==> config.mk <==
export PLATFORM = sky130hd
export DESIGN_NAME = char_lcd_nibble_write_sequencer_flat
export DESIGN_NICKNAME = d
export VERILOG_FILES = /design/src/hdl/lcdns_pkg.sv /design/src/hdl/lcdns_if.sv /design/src/hdl/char_lcd_nibble_write_sequencer.sv /design/src/hdl/lcdns_queue.sv /design/src/hdl/lcdns_front.sv /design/src/hdl/lcdns_back.sv /design/src/flat_wrapper.sv
export SDC_FILE = /design/constraint.sdc
export NUM_CORES = 1
export LEC_CHECK = 0
export BUFFER_PORTS_ARGS = -buffer_cell sky130_fd_sc_hd__buf_2
export CAP_MARGIN = 40
export CORE_ASPECT_RATIO = 1.4
export CORE_MARGIN = 8
export CORE_UTILIZATION = 40
export CTS_BUF_LIST = sky130_fd_sc_hd__clkbuf_4 sky130_fd_sc_hd__clkbuf_8 sky130_fd_sc_hd__clkbuf_16
export CTS_CLUSTER_SIZE = 20
export DETAILED_ROUTE_END_ITERATION = 7
export PLACE_DENSITY_LB_ADDON = 0.25
export SYNTH_ARGS = -nofsm -noshare
export SYNTH_HDL_FRONTEND = slang
export SYNTH_SLANG_ARGS = --single-unit
==> constraint.sdc <==
create_clock -name i_clk -period 3.8 [get_ports i_clk]
set_input_delay 0.76 -clock i_clk [delete_from_list [all_inputs] [get_ports i_clk]]
set_output_delay 0.76 -clock i_clk [all_outputs]
set_load 0.005 [all_outputs]
==> src/hdl/lcdns_pkg.sv <==
`timescale 1ns / 1ps

package lcdns_pkg;

    localparam logic [1:0] REQ_CHAR = 2'd0;
    localparam logic [1:0] REQ_CMD  = 2'd1;
    localparam logic [1:0] REQ_NIB  = 2'd2;

    localparam logic [2:0] CFG_LINE_TWO_START    = 3'd0;
    localparam logic [2:0] CFG_LINE_ONE_BASE_CMD = 3'd1;
    localparam logic [2:0] CFG_LINE_TWO_BASE_CMD = 3'd2;
    localparam logic [2:0] CFG_ENABLE_HOLD_US    = 3'd3;
    localparam logic [2:0] CFG_COMMAND_EXTRA_US  = 3'd4;

    localparam logic [7:0] RST_LINE_TWO_START    = 8'd16;
    localparam logic [7:0] RST_LINE_ONE_BASE_CMD = 8'd128;
    localparam logic [7:0] RST_LINE_TWO_BASE_CMD = 8'd192;
    localparam logic [7:0] RST_ENABLE_HOLD_US    = 8'd20;
    localparam logic [7:0] RST_COMMAND_EXTRA_US  = 8'd40;

    localparam logic [7:0] POS_UNKNOWN  = 8'hFF;
    localparam logic [7:0] SETUP_HOLD_US = 8'd1;
    localparam logic [7:0] HOLD_MAX      = 8'hFF;

    typedef struct packed {
        logic [7:0] line_two_start;
        logic [7:0] line_one_base_cmd;
        logic [7:0] line_two_base_cmd;
        logic [7:0] enable_hold_us;
        logic [7:0] command_extra_us;
    } t_cfg;

    // up to four nibbles, sent from index 0 to last_idx
    typedef struct packed {
        logic [1:0]      last_idx;
        logic [3:0]      rs;
        logic [3:0][3:0] nib;
    } t_desc;

endpackage

==> src/hdl/lcdns_if.sv <==
`timescale 1ns / 1ps

interface lcdns_req_if;
    logic       valid;
    logic       ready;
    logic [1:0] req_type;
    logic [7:0] position;
    logic [7:0] char_value;

    modport source (output valid, req_type, position, char_value, input ready);
    modport sink   (input valid, req_type, position, char_value, output ready);
endinterface

interface lcdns_seg_if;
    logic       valid;
    logic       ready;
    logic       reg_select;
    logic       enable_pin;
    logic [3:0] bus_nibble;
    logic [7:0] hold_us;
    logic       last_segment;

    modport source (output valid, reg_select, enable_pin, bus_nibble, hold_us, last_segment,
                    input ready);
    modport sink   (input valid, reg_select, enable_pin, bus_nibble, hold_us, last_segment,
                    output ready);
endinterface

==> src/hdl/char_lcd_nibble_write_sequencer.sv <==
`timescale 1ns / 1ps
// channel   direction  fields
// i_req     in         req_type[1:0], position[7:0], char_value[7:0]
// o_seg     out        reg_select, enable_pin, bus_nibble[3:0], hold_us[7:0], last_segment
// i_cfg_*   in         write enable, index[2:0], data[7:0]
//
// one pin segment leaves per cycle while o_seg is ready; a character with set-address
// is 16 segments, a character or command byte 8, a command nibble 4, a reserved type none
// the segment sequencer sets the rate; the request queue lets the front keep taking
// transfers while it works, so items follow back to back
// synchronous reset clears position tracking, driven nibble, queue and the
// registers to their defaults
// a stall on o_seg holds the output register and fills the queue, then drops i_req.ready

module char_lcd_nibble_write_sequencer #(
    parameter int QUEUE_DEPTH = 2
) (
    input  logic        i_clk,
    input  logic        i_rst_n,
    lcdns_req_if.sink   i_req,
    lcdns_seg_if.source o_seg,
    input  logic        i_cfg_we,
    input  logic [2:0]  i_cfg_index,
    input  logic [7:0]  i_cfg_data
);
    import lcdns_pkg::*;

    t_cfg  r_cfg;
    t_desc desc;
    t_desc head;
    logic  push;
    logic  full;
    logic  pop;
    logic  head_valid;

    always_ff @(posedge i_clk) begin
        if (!i_rst_n) begin
            r_cfg.line_two_start    <= RST_LINE_TWO_START;
            r_cfg.line_one_base_cmd <= RST_LINE_ONE_BASE_CMD;
            r_cfg.line_two_base_cmd <= RST_LINE_TWO_BASE_CMD;
            r_cfg.enable_hold_us    <= RST_ENABLE_HOLD_US;
            r_cfg.command_extra_us  <= RST_COMMAND_EXTRA_US;
        end else if (i_cfg_we) begin
            case (i_cfg_index)
                CFG_LINE_TWO_START:    r_cfg.line_two_start    <= i_cfg_data;
                CFG_LINE_ONE_BASE_CMD: r_cfg.line_one_base_cmd <= i_cfg_data;
                CFG_LINE_TWO_BASE_CMD: r_cfg.line_two_base_cmd <= i_cfg_data;
                CFG_ENABLE_HOLD_US:    r_cfg.enable_hold_us    <= i_cfg_data;
                CFG_COMMAND_EXTRA_US:  r_cfg.command_extra_us  <= i_cfg_data;
                default: ;
            endcase
        end
    end

    lcdns_front u_front (
        .i_clk   (i_clk),
        .i_rst_n (i_rst_n),
        .i_req   (i_req),
        .i_cfg   (r_cfg),
        .i_full  (full),
        .o_push  (push),
        .o_desc  (desc)
    );

    lcdns_queue #(
        .DEPTH (QUEUE_DEPTH)
    ) u_queue (
        .i_clk   (i_clk),
        .i_rst_n (i_rst_n),
        .i_push  (push),
        .i_data  (desc),
        .o_full  (full),
        .i_pop   (pop),
        .o_valid (head_valid),
        .o_head  (head)
    );

    lcdns_back u_back (
        .i_clk        (i_clk),
        .i_rst_n      (i_rst_n),
        .i_cfg        (r_cfg),
        .i_head_valid (head_valid),
        .i_head       (head),
        .o_pop        (pop),
        .o_seg        (o_seg)
    );

endmodule

==> src/hdl/lcdns_queue.sv <==
`timescale 1ns / 1ps

module lcdns_queue #(
    parameter int DEPTH = 2
) (
    input  logic            i_clk,
    input  logic            i_rst_n,
    input  logic            i_push,
    input  lcdns_pkg::t_desc i_data,
    output logic            o_full,
    input  logic            i_pop,
    output logic            o_valid,
    output lcdns_pkg::t_desc o_head
);
    import lcdns_pkg::*;

    localparam int AW = (DEPTH > 1) ? $clog2(DEPTH) : 1;
    localparam int CW = $clog2(DEPTH + 1);

    t_desc          r_mem [DEPTH];
    logic [AW-1:0]  r_wr;
    logic [AW-1:0]  r_rd;
    logic [CW-1:0]  r_cnt;

    function automatic logic [AW-1:0] f_wrap(input logic [AW-1:0] p);
        f_wrap = (p == AW'(DEPTH - 1)) ? '0 : p + 1'b1;
    endfunction

    assign o_full  = (r_cnt == CW'(DEPTH));
    assign o_valid = (r_cnt != '0);
    assign o_head  = r_mem[r_rd];

    always_ff @(posedge i_clk) begin
        if (i_push) begin
            r_mem[r_wr] <= i_data;
        end
    end

    always_ff @(posedge i_clk) begin
        if (!i_rst_n) begin
            r_wr  <= '0;
            r_rd  <= '0;
            r_cnt <= '0;
        end else begin
            if (i_push) begin
                r_wr <= f_wrap(r_wr);
            end
            if (i_pop) begin
                r_rd <= f_wrap(r_rd);
            end
            case ({i_push, i_pop})
                2'b10:   r_cnt <= r_cnt + 1'b1;
                2'b01:   r_cnt <= r_cnt - 1'b1;
                default: r_cnt <= r_cnt;
            endcase
        end
    end

    a_no_overflow: assert property (@(posedge i_clk) disable iff (!i_rst_n)
        i_push |-> (!o_full || i_pop))
        else $error("queue push while full");

    a_no_underflow: assert property (@(posedge i_clk) disable iff (!i_rst_n)
        i_pop |-> o_valid)
        else $error("queue pop while empty");

    a_count_bound: assert property (@(posedge i_clk) disable iff (!i_rst_n)
        r_cnt <= CW'(DEPTH))
        else $error("queue count beyond depth");

endmodule

==> src/hdl/lcdns_front.sv <==
`timescale 1ns / 1ps

module lcdns_front (
    input  logic             i_clk,
    input  logic             i_rst_n,
    lcdns_req_if.sink        i_req,
    input  lcdns_pkg::t_cfg  i_cfg,
    input  logic             i_full,
    output logic             o_push,
    output lcdns_pkg::t_desc o_desc
);
    import lcdns_pkg::*;

    logic [7:0] r_expected;
    logic       accept;
    logic [7:0] addr_cmd;
    logic [7:0] val;

    assign i_req.ready = !i_full;
    assign accept      = i_req.valid && !i_full;
    assign val         = i_req.char_value;

    always_comb begin
        if (i_req.position < i_cfg.line_two_start) begin
            addr_cmd = i_cfg.line_one_base_cmd + i_req.position;
        end else begin
            addr_cmd = i_cfg.line_two_base_cmd + i_req.position - i_cfg.line_two_start;
        end
    end

    always_comb begin
        o_desc = '0;
        o_push = accept;
        case (i_req.req_type)
            REQ_CHAR: begin
                if (r_expected != i_req.position) begin
                    o_desc.last_idx = 2'd3;
                    o_desc.rs       = 4'b1100;
                    o_desc.nib      = {val[3:0], val[7:4], addr_cmd[3:0], addr_cmd[7:4]};
                end else begin
                    o_desc.last_idx = 2'd1;
                    o_desc.rs       = 4'b0011;
                    o_desc.nib      = {8'h00, val[3:0], val[7:4]};
                end
            end
            REQ_CMD: begin
                o_desc.last_idx = 2'd1;
                o_desc.nib      = {8'h00, val[3:0], val[7:4]};
            end
            REQ_NIB: begin
                o_desc.last_idx = 2'd0;
                o_desc.nib      = {12'h000, val[3:0]};
            end
            default: begin
                o_push = 1'b0;
            end
        endcase
    end

    always_ff @(posedge i_clk) begin
        if (!i_rst_n) begin
            r_expected <= POS_UNKNOWN;
        end else if (accept && i_req.req_type == REQ_CHAR) begin
            r_expected <= i_req.position + 8'd1;
        end
    end

endmodule

==> src/hdl/lcdns_back.sv <==
`timescale 1ns / 1ps

module lcdns_back (
    input  logic             i_clk,
    input  logic             i_rst_n,
    input  lcdns_pkg::t_cfg  i_cfg,
    input  logic             i_head_valid,
    input  lcdns_pkg::t_desc i_head,
    output logic             o_pop,
    lcdns_seg_if.source      o_seg
);
    import lcdns_pkg::*;

    typedef enum logic [3:0] {
        SEG_SETUP = 4'b0001,
        SEG_EN_HI = 4'b0010,
        SEG_DATA  = 4'b0100,
        SEG_EN_LO = 4'b1000
    } t_seg;

    t_seg       r_seg;
    logic [1:0] r_nib;
    logic [3:0] r_driven;
    logic       r_out_valid;
    logic       r_out_rs;
    logic       r_out_en;
    logic [3:0] r_out_bus;
    logic [7:0] r_out_hold;
    logic       r_out_last;

    logic       advance;
    logic       last;
    logic [3:0] cur_nib;
    logic       cur_rs;
    logic [8:0] tail_sum;
    logic [7:0] tail_hold;
    t_seg       n_seg;
    logic       n_en;
    logic [3:0] n_bus;
    logic [7:0] n_hold;

    assign cur_nib   = i_head.nib[r_nib];
    assign cur_rs    = i_head.rs[r_nib];
    assign advance   = i_head_valid && (!r_out_valid || o_seg.ready);
    assign last      = (r_seg == SEG_EN_LO) && (r_nib == i_head.last_idx);
    assign o_pop     = advance && last;
    assign tail_sum  = {1'b0, i_cfg.enable_hold_us}
                     + {1'b0, (cur_rs ? 8'd0 : i_cfg.command_extra_us)};
    assign tail_hold = tail_sum[8] ? HOLD_MAX : tail_sum[7:0];

    always_comb begin
        case (r_seg)
            SEG_SETUP: begin
                n_seg = SEG_EN_HI;
                n_en = 1'b0; n_bus = r_driven; n_hold = SETUP_HOLD_US;
            end
            SEG_EN_HI: begin
                n_seg = SEG_DATA;
                n_en = 1'b1; n_bus = r_driven; n_hold = SETUP_HOLD_US;
            end
            SEG_DATA: begin
                n_seg = SEG_EN_LO;
                n_en = 1'b1; n_bus = cur_nib; n_hold = i_cfg.enable_hold_us;
            end
            default: begin
                n_seg = SEG_SETUP;
                n_en = 1'b0; n_bus = cur_nib; n_hold = tail_hold;
            end
        endcase
    end

    always_ff @(posedge i_clk) begin
        if (advance) begin
            r_out_rs   <= cur_rs;
            r_out_en   <= n_en;
            r_out_bus  <= n_bus;
            r_out_hold <= n_hold;
            r_out_last <= last;
        end
    end

    always_ff @(posedge i_clk) begin
        if (!i_rst_n) begin
            r_out_valid <= 1'b0;
            r_seg       <= SEG_SETUP;
            r_nib       <= '0;
            r_driven    <= '0;
        end else if (advance) begin
            r_out_valid <= 1'b1;
            r_seg       <= n_seg;
            if (r_seg == SEG_EN_LO) begin
                r_nib <= last ? 2'd0 : r_nib + 2'd1;
            end
            if (r_seg == SEG_DATA) begin
                r_driven <= cur_nib;
            end
        end else if (o_seg.ready) begin
            r_out_valid <= 1'b0;
        end
    end

    assign o_seg.valid        = r_out_valid;
    assign o_seg.reg_select   = r_out_rs;
    assign o_seg.enable_pin   = r_out_en;
    assign o_seg.bus_nibble   = r_out_bus;
    assign o_seg.hold_us      = r_out_hold;
    assign o_seg.last_segment = r_out_last;

    a_last_en_low: assert property (@(posedge i_clk) disable iff (!i_rst_n)
        (r_out_valid && r_out_last) |-> !r_out_en)
        else $error("final segment with enable high");

    a_pop_restarts: assert property (@(posedge i_clk) disable iff (!i_rst_n)
        o_pop |=> (r_seg == SEG_SETUP && r_nib == 2'd0))
        else $error("sequencer not back at first segment after pop");

    a_nib_in_range: assert property (@(posedge i_clk) disable iff (!i_rst_n)
        i_head_valid |-> (r_nib <= i_head.last_idx))
        else $error("nibble index past descriptor end");

endmodule
==> src/flat_wrapper.sv <==
// flat-port wrapper written by rule: the top's interface ports become plain ports
module char_lcd_nibble_write_sequencer_flat import lcdns_pkg::*;
#(
    parameter int QUEUE_DEPTH = 2
)
  (i_clk, i_rst_n, i_cfg_we, i_cfg_index, i_cfg_data, i_req_valid, i_req_req_type, i_req_position, i_req_char_value, i_req_ready, o_seg_valid, o_seg_reg_select, o_seg_enable_pin, o_seg_bus_nibble, o_seg_hold_us, o_seg_last_segment, o_seg_ready);
  lcdns_req_if i_req_i ();
  lcdns_seg_if o_seg_i ();
  input  logic i_clk;
  input  logic i_rst_n;
  input  logic i_cfg_we;
  input  logic [2:0] i_cfg_index;
  input  logic [7:0] i_cfg_data;
  input wire logic [$bits(i_req_i.valid)-1:0] i_req_valid;
  input wire logic [$bits(i_req_i.req_type)-1:0] i_req_req_type;
  input wire logic [$bits(i_req_i.position)-1:0] i_req_position;
  input wire logic [$bits(i_req_i.char_value)-1:0] i_req_char_value;
  output wire logic [$bits(i_req_i.ready)-1:0] i_req_ready;
  output wire logic [$bits(o_seg_i.valid)-1:0] o_seg_valid;
  output wire logic [$bits(o_seg_i.reg_select)-1:0] o_seg_reg_select;
  output wire logic [$bits(o_seg_i.enable_pin)-1:0] o_seg_enable_pin;
  output wire logic [$bits(o_seg_i.bus_nibble)-1:0] o_seg_bus_nibble;
  output wire logic [$bits(o_seg_i.hold_us)-1:0] o_seg_hold_us;
  output wire logic [$bits(o_seg_i.last_segment)-1:0] o_seg_last_segment;
  input wire logic [$bits(o_seg_i.ready)-1:0] o_seg_ready;
  assign i_req_i.valid = i_req_valid;
  assign i_req_i.req_type = i_req_req_type;
  assign i_req_i.position = i_req_position;
  assign i_req_i.char_value = i_req_char_value;
  assign i_req_ready = i_req_i.ready;
  assign o_seg_valid = o_seg_i.valid;
  assign o_seg_reg_select = o_seg_i.reg_select;
  assign o_seg_enable_pin = o_seg_i.enable_pin;
  assign o_seg_bus_nibble = o_seg_i.bus_nibble;
  assign o_seg_hold_us = o_seg_i.hold_us;
  assign o_seg_last_segment = o_seg_i.last_segment;
  assign o_seg_i.ready = o_seg_ready;
  char_lcd_nibble_write_sequencer #(.QUEUE_DEPTH(QUEUE_DEPTH)) u_core (.i_clk(i_clk), .i_rst_n(i_rst_n), .i_req(i_req_i), .o_seg(o_seg_i), .i_cfg_we(i_cfg_we), .i_cfg_index(i_cfg_index), .i_cfg_data(i_cfg_data));
endmodule
* Word level (Yosys, flattened, before mapping) *
Memory sizes are Yosys's and may differ from the RTL's. A register that Yosys moved wholly into a read port is not among the register bits.
Index checks and enable logic that the tools add are counted.

storage, ports and cells
  memory bits (writable) = 44
  bits of input ports = 34
  flip-flop bits (word level) = 78
  memories = 1

memory list
  name                  depth  bits a word  rd ports  clocked after memory_dff  write ports  RTL line           source
  u_core.u_queue.r_mem  2      22           1         1                         1            lcdns_queue.sv:20  t_desc r_mem [DEPTH];

cells by class
  reductions and logical operators = 23
  mux-type cells = 26
  equality and inequality tests = 15
  $add $sub $neg = 10
  $lt $le $gt $ge = 2

operator list
  cell                                            number
  case mux 16 bit (3 select lines)                1
  two-way mux 8 bit                               3
  two-way mux 22 bit                              1
  adder 8 bit                                     2
  case mux 8 bit (2 select lines)                 1
  AND reduction 2 bit                             7
  two-way mux 4 bit                               3
  case mux 4 bit (3 select lines)                 1
  two-way mux 1 bit                               11
  adder 8 x 8 -> 9 bit                            1
  adder 8 x 1 -> 8 bit (second input constant)    1
  binary-select mux 4 bit (select 2 bit)          1
  < comparator 8 bit                              1
  != test 8 bit                                   1
  case mux 2 bit (2 select lines)                 2
  subtractor 8 bit                                1
  == test 2 bit (second input constant)           3
  == test 3 x 2 -> 1 bit (second input constant)  2
  nonzero test 2 bit                              3
  logical AND 1 bit                               5
  adder 2 x 1 -> 2 bit (second input constant)    2
  == test 2 x 1 -> 1 bit (second input constant)  2
  == test 4 x 1 -> 1 bit (second input constant)  1
  == test 4 x 2 -> 1 bit (second input constant)  1
  other kinds (16)                                19

* Depth between registers and ports, before layout *
  word-level depth = 6
  depth in mapped cells = 11
  depth with buffers taken out = 11

* Hierarchy *
Synthesis repeated with hierarchy kept, for this count alone.

second synthesis, totals
  cells, all modules = 622
  area total of the unflattened synthesis = 6,774.0 µm²

by module, submodules not included
  module                           instances  cells each  area each (µm²)  sequential area each (µm²)
  lcdns_queue                      1          90          1,798.0          1,421.4
  lcdns_front                      1          215         1,744.2          160.2
  lcdns_back                       1          165         1,669.1          670.6
  char_lcd_nibble_write_sequencer  1          152         1,562.7          800.8

* Worst setup path before layout *
Ideal clock, no wire load.

  path kind = input -> register
  start = in i_req_position[4]
  end = mem u_core.u_queue.r_mem[0][3] (netlist name), data pin
  arrival = 2,871 ps
  path buffers = 1
  stages on the path = 11
  slack = 658 ps
  cells stage by stage = buf_2 > inv_1 > fa_1 > inv_1 > ha_1 > and3_1 > a2111oi_4 > o21ai_1 > xnor2_1 > nand3_1 > o211ai_2

RTL lines
  what         RTL line            source
  from (decl)  flat_wrapper.sv:16  input wire logic [$bits(i_req_i.position)-1:0] i_req_position;
  to (decl)    lcdns_queue.sv:20

==> impl_metrics.env <==
export IMPL_whs_ns=0.471
export IMPL_drtIter0Drc=236
export IMPL_max_slew_margin_pct=52.0
export IMPL_hold_class="reg2reg"
export IMPL_cts_root_buf="clkbuf_16"
export IMPL_p_per_area_nw_per_um2=466
export IMPL_drc=0
export IMPL_post_drt_wl_per_cell_um=16.7
export IMPL_die_width_um=123
export IMPL_synth_area_sq_um=6420
export IMPL_antenna_found_initial=0
export IMPL_timing_fmax_ghz=0.334
export IMPL_crit_buf_inv=0
export IMPL_design_core_area_sq_um=16000
export IMPL_dr_pass1_iters=4
export IMPL_ys_seq_area_share_pct=45.7
export IMPL_critPathSlowestCell="mux4_2"
export IMPL_antenna_cells=0
export IMPL_synth_async_reset_ratio_pct=0
export IMPL_dp_cells=860
export IMPL_nets=755
export IMPL_crit_fanout=9
export IMPL_maxCapViolCount=0
export IMPL_grt_pass1_vias=4785
export IMPL_ir_drop_mv=0.241
export IMPL_grt_use_total_pct=15.3
export IMPL_htree_levels=4
export IMPL_grt_max_degree=45
export IMPL_critPathCaptureType="flop"
export IMPL_viasPerCell=5.11
export IMPL_slew_violations=0
export IMPL_avgSynthCellArea_sq_um=10.3
export IMPL_critPathKind="reg2reg"
export IMPL_cts_buffers=17
export IMPL_final_hold_violation_count=0
export IMPL_dieArea_sq_um=20400
export IMPL_finClkSkew_ns=0.00714
export IMPL_critPathTopFamily="compound AO/OA/AOI/OAI gates"
export IMPL_synth_edf_count=55
export IMPL_nFillCells=1512
export IMPL_finalCriticalPeriod_ns=2.99
export IMPL_cts_sinks=119
export IMPL_cts_setup_buffers=0
export IMPL_cts_tree="yes"
export IMPL_routed_wl_um=14900
export IMPL_vias=4555
export IMPL_rows=55
export IMPL_tns_ns=0
export IMPL_leakagePower_nw=3.08
export IMPL_cts_clk_slew_worst_paths_ns=0.06
export IMPL_layout_common_cells="nand2_1, dfxtp_1, edfxtp_1, buf_2, inv_1"
export IMPL_synth_seq_cells=119
export IMPL_die_h_um=166
export IMPL_max_stage_delay_ns=0.50
export IMPL_post_route_period_util_pct=78.8
export IMPL_yosys_warnings=0
export IMPL_drive_gt1_share_pct=17.2
export IMPL_grt_pass1_wl_um=24200
export IMPL_start_kind="flop"
export IMPL_critical_path_required_ns=3.93
export IMPL_synthDistinctLibCells=65
export IMPL_clk_insertion_delay_late_ns=0.42
export IMPL_dp_hpwl_um=11400
export IMPL_antenna_left=0
export IMPL_final_common_cell="nand2_1"
export IMPL_io_pin_count=51
export IMPL_post_cts_resized=0
export IMPL_worstMarginPinSlew_ns=0.715
export IMPL_cp_arrival_ns=3.12
export IMPL_place_gp_congestion=0.872
export IMPL_status="complete, no violations"
export IMPL_syn2layout_area_growth_pct=16.5
export IMPL_final_util_pct=46.9
export IMPL_start_util_pct=40.2
export IMPL_ys_flop_type="dfxtp_1"
export IMPL_syn_nets=700
export IMPL_path_cells="mux4_2, nor2b_1, ha_1, fa_1, a211oi_2, o21bai_2, a2111oi_4, nor3_4, o21ai_1, a21oi_1"
export IMPL_regToRegSetupSlack_ns=0.81
export IMPL_setup_viol=0
export IMPL_grt_overflow=0
export IMPL_rsz0062_at_grt="no"
export IMPL_portBuffers=50
export IMPL_clockBufferDepth=2
export IMPL_fin_cells=892
export IMPL_syn_inst=625
export IMPL_cts_hold_buf=0
[logic make-up after synthesis]
family	count (synthesis)	synth area share (%)
compound gates	127	14.8
xor+xnor	40	5.46
fa+ha+maj	41	9.04
buf+inv	64	4.01
flops	119	45.7
mux	23	5.34
simple gates	211	15.7
[flip-flops by register name, summed over array words and instances (netlist names), named ones only]
signal                            cells
u_core.r_cfg                         40
u_core.u_back.o_seg.bus_nibble        4
u_core.u_back.o_seg.enable_pin        1
u_core.u_back.o_seg.hold_us           8
u_core.u_back.o_seg.last_segment      1
u_core.u_back.o_seg.reg_select        1
u_core.u_back.o_seg.valid             1
u_core.u_back.r_driven                4
u_core.u_back.r_nib                   2
u_core.u_back.r_seg                   4
u_core.u_front.r_expected             8
u_core.u_queue.r_cnt                  2
u_core.u_queue.r_mem                 40
u_core.u_queue.r_rd                   1
u_core.u_queue.r_wr                   1
[worst min-delay path: stages (launching register included)]
cell and delay, ns:
dfxtp_1 0.31, nand2_1 0.05, a21boi_0 0.07
[power by group]
group	internal (mW)	switching [mW]	leakage [nW]	total, mW
Clock	1.00	0.571	0.286	1.57
Combinational	0.189	0.264	1.76	0.453
Sequential	1.43	0.0306	1.04	1.46
Total	2.62	0.866	3.08	3.49
[Yosys cell counts (all sizes together) (5+ instances only)]
library cell	instances	area share, %
a21boi	33	3.9
a21o	9	1.1
a21oi	29	2.4
a22oi	5	0.58
and2	5	0.49
and3	16	1.6
buf	7	0.68
clkbuf	15	0.88
dfxtp	64	20
edfxtp	55	26
fa	9	2.8
ha	32	6.2
inv	42	2.5
mux2i	14	2.2
mux4	9	3.2
nand2	107	6.5
nand3	18	1.4
nor2	28	1.8
nor2b	16	1.6
nor3	7	0.72
o211ai	8	1.1
o21ai	20	1.7
xnor2	21	2.9
xor2	19	2.6
[stage by stage]
step	instance area, sq um	total power [mW]	worst slack, ns
global route	7480	3.63	0.641
CTS	7480	3.52	0.787
finish	7480	3.49	0.806
detailed placement	6900	1.95	0.396
floorplan	6420	1.78	0.658
global placement	6860	1.92	0.436
[layer usage]
layer / part of all wire [%] / vias up / global-route usage [%]
met1: 41 / 2165 / 16.7
met5: 0 / - / 0
met3: 3.4 / 19 / 3.88
li1: - / 2301 / -
met4: 2.0 / 0 / 6.04
met2: 54 / 70 / 27.4
[cell type report]
| class | instances | area [sq um] | area share [%] |
|---|---|---|---|
| Multi-Input combinational cell | 442 | 3230 | 43.2 |
| Clock buffer | 20 | 460 | 6.15 |
| Sequential cell | 119 | 2930 | 39.2 |
| Timing Repair Buffer | 58 | 327 | 4.36 |
| Inverter | 42 | 158 | 2.11 |
| Tap cell | 199 | 249 | 3.33 |
| Clock inverter | 12 | 126 | 1.69 |
[path summary, 6_finish.rpt]
kind | cells past startpoint | startpoint | endpoint
setup / recovery | 10 | flop | u_core.u_back.o_seg.hold_us[6]
hold / removal | 2 | u_core.r_cfg[6] | u_core.r_cfg[6]
setup reg to reg | 10 | flop | u_core.u_back.o_seg.hold_us[6]
hold reg to reg | 2 | u_core.r_cfg[6] | u_core.r_cfg[6]
Note: power is estimated with default switching activity, not from simulation.
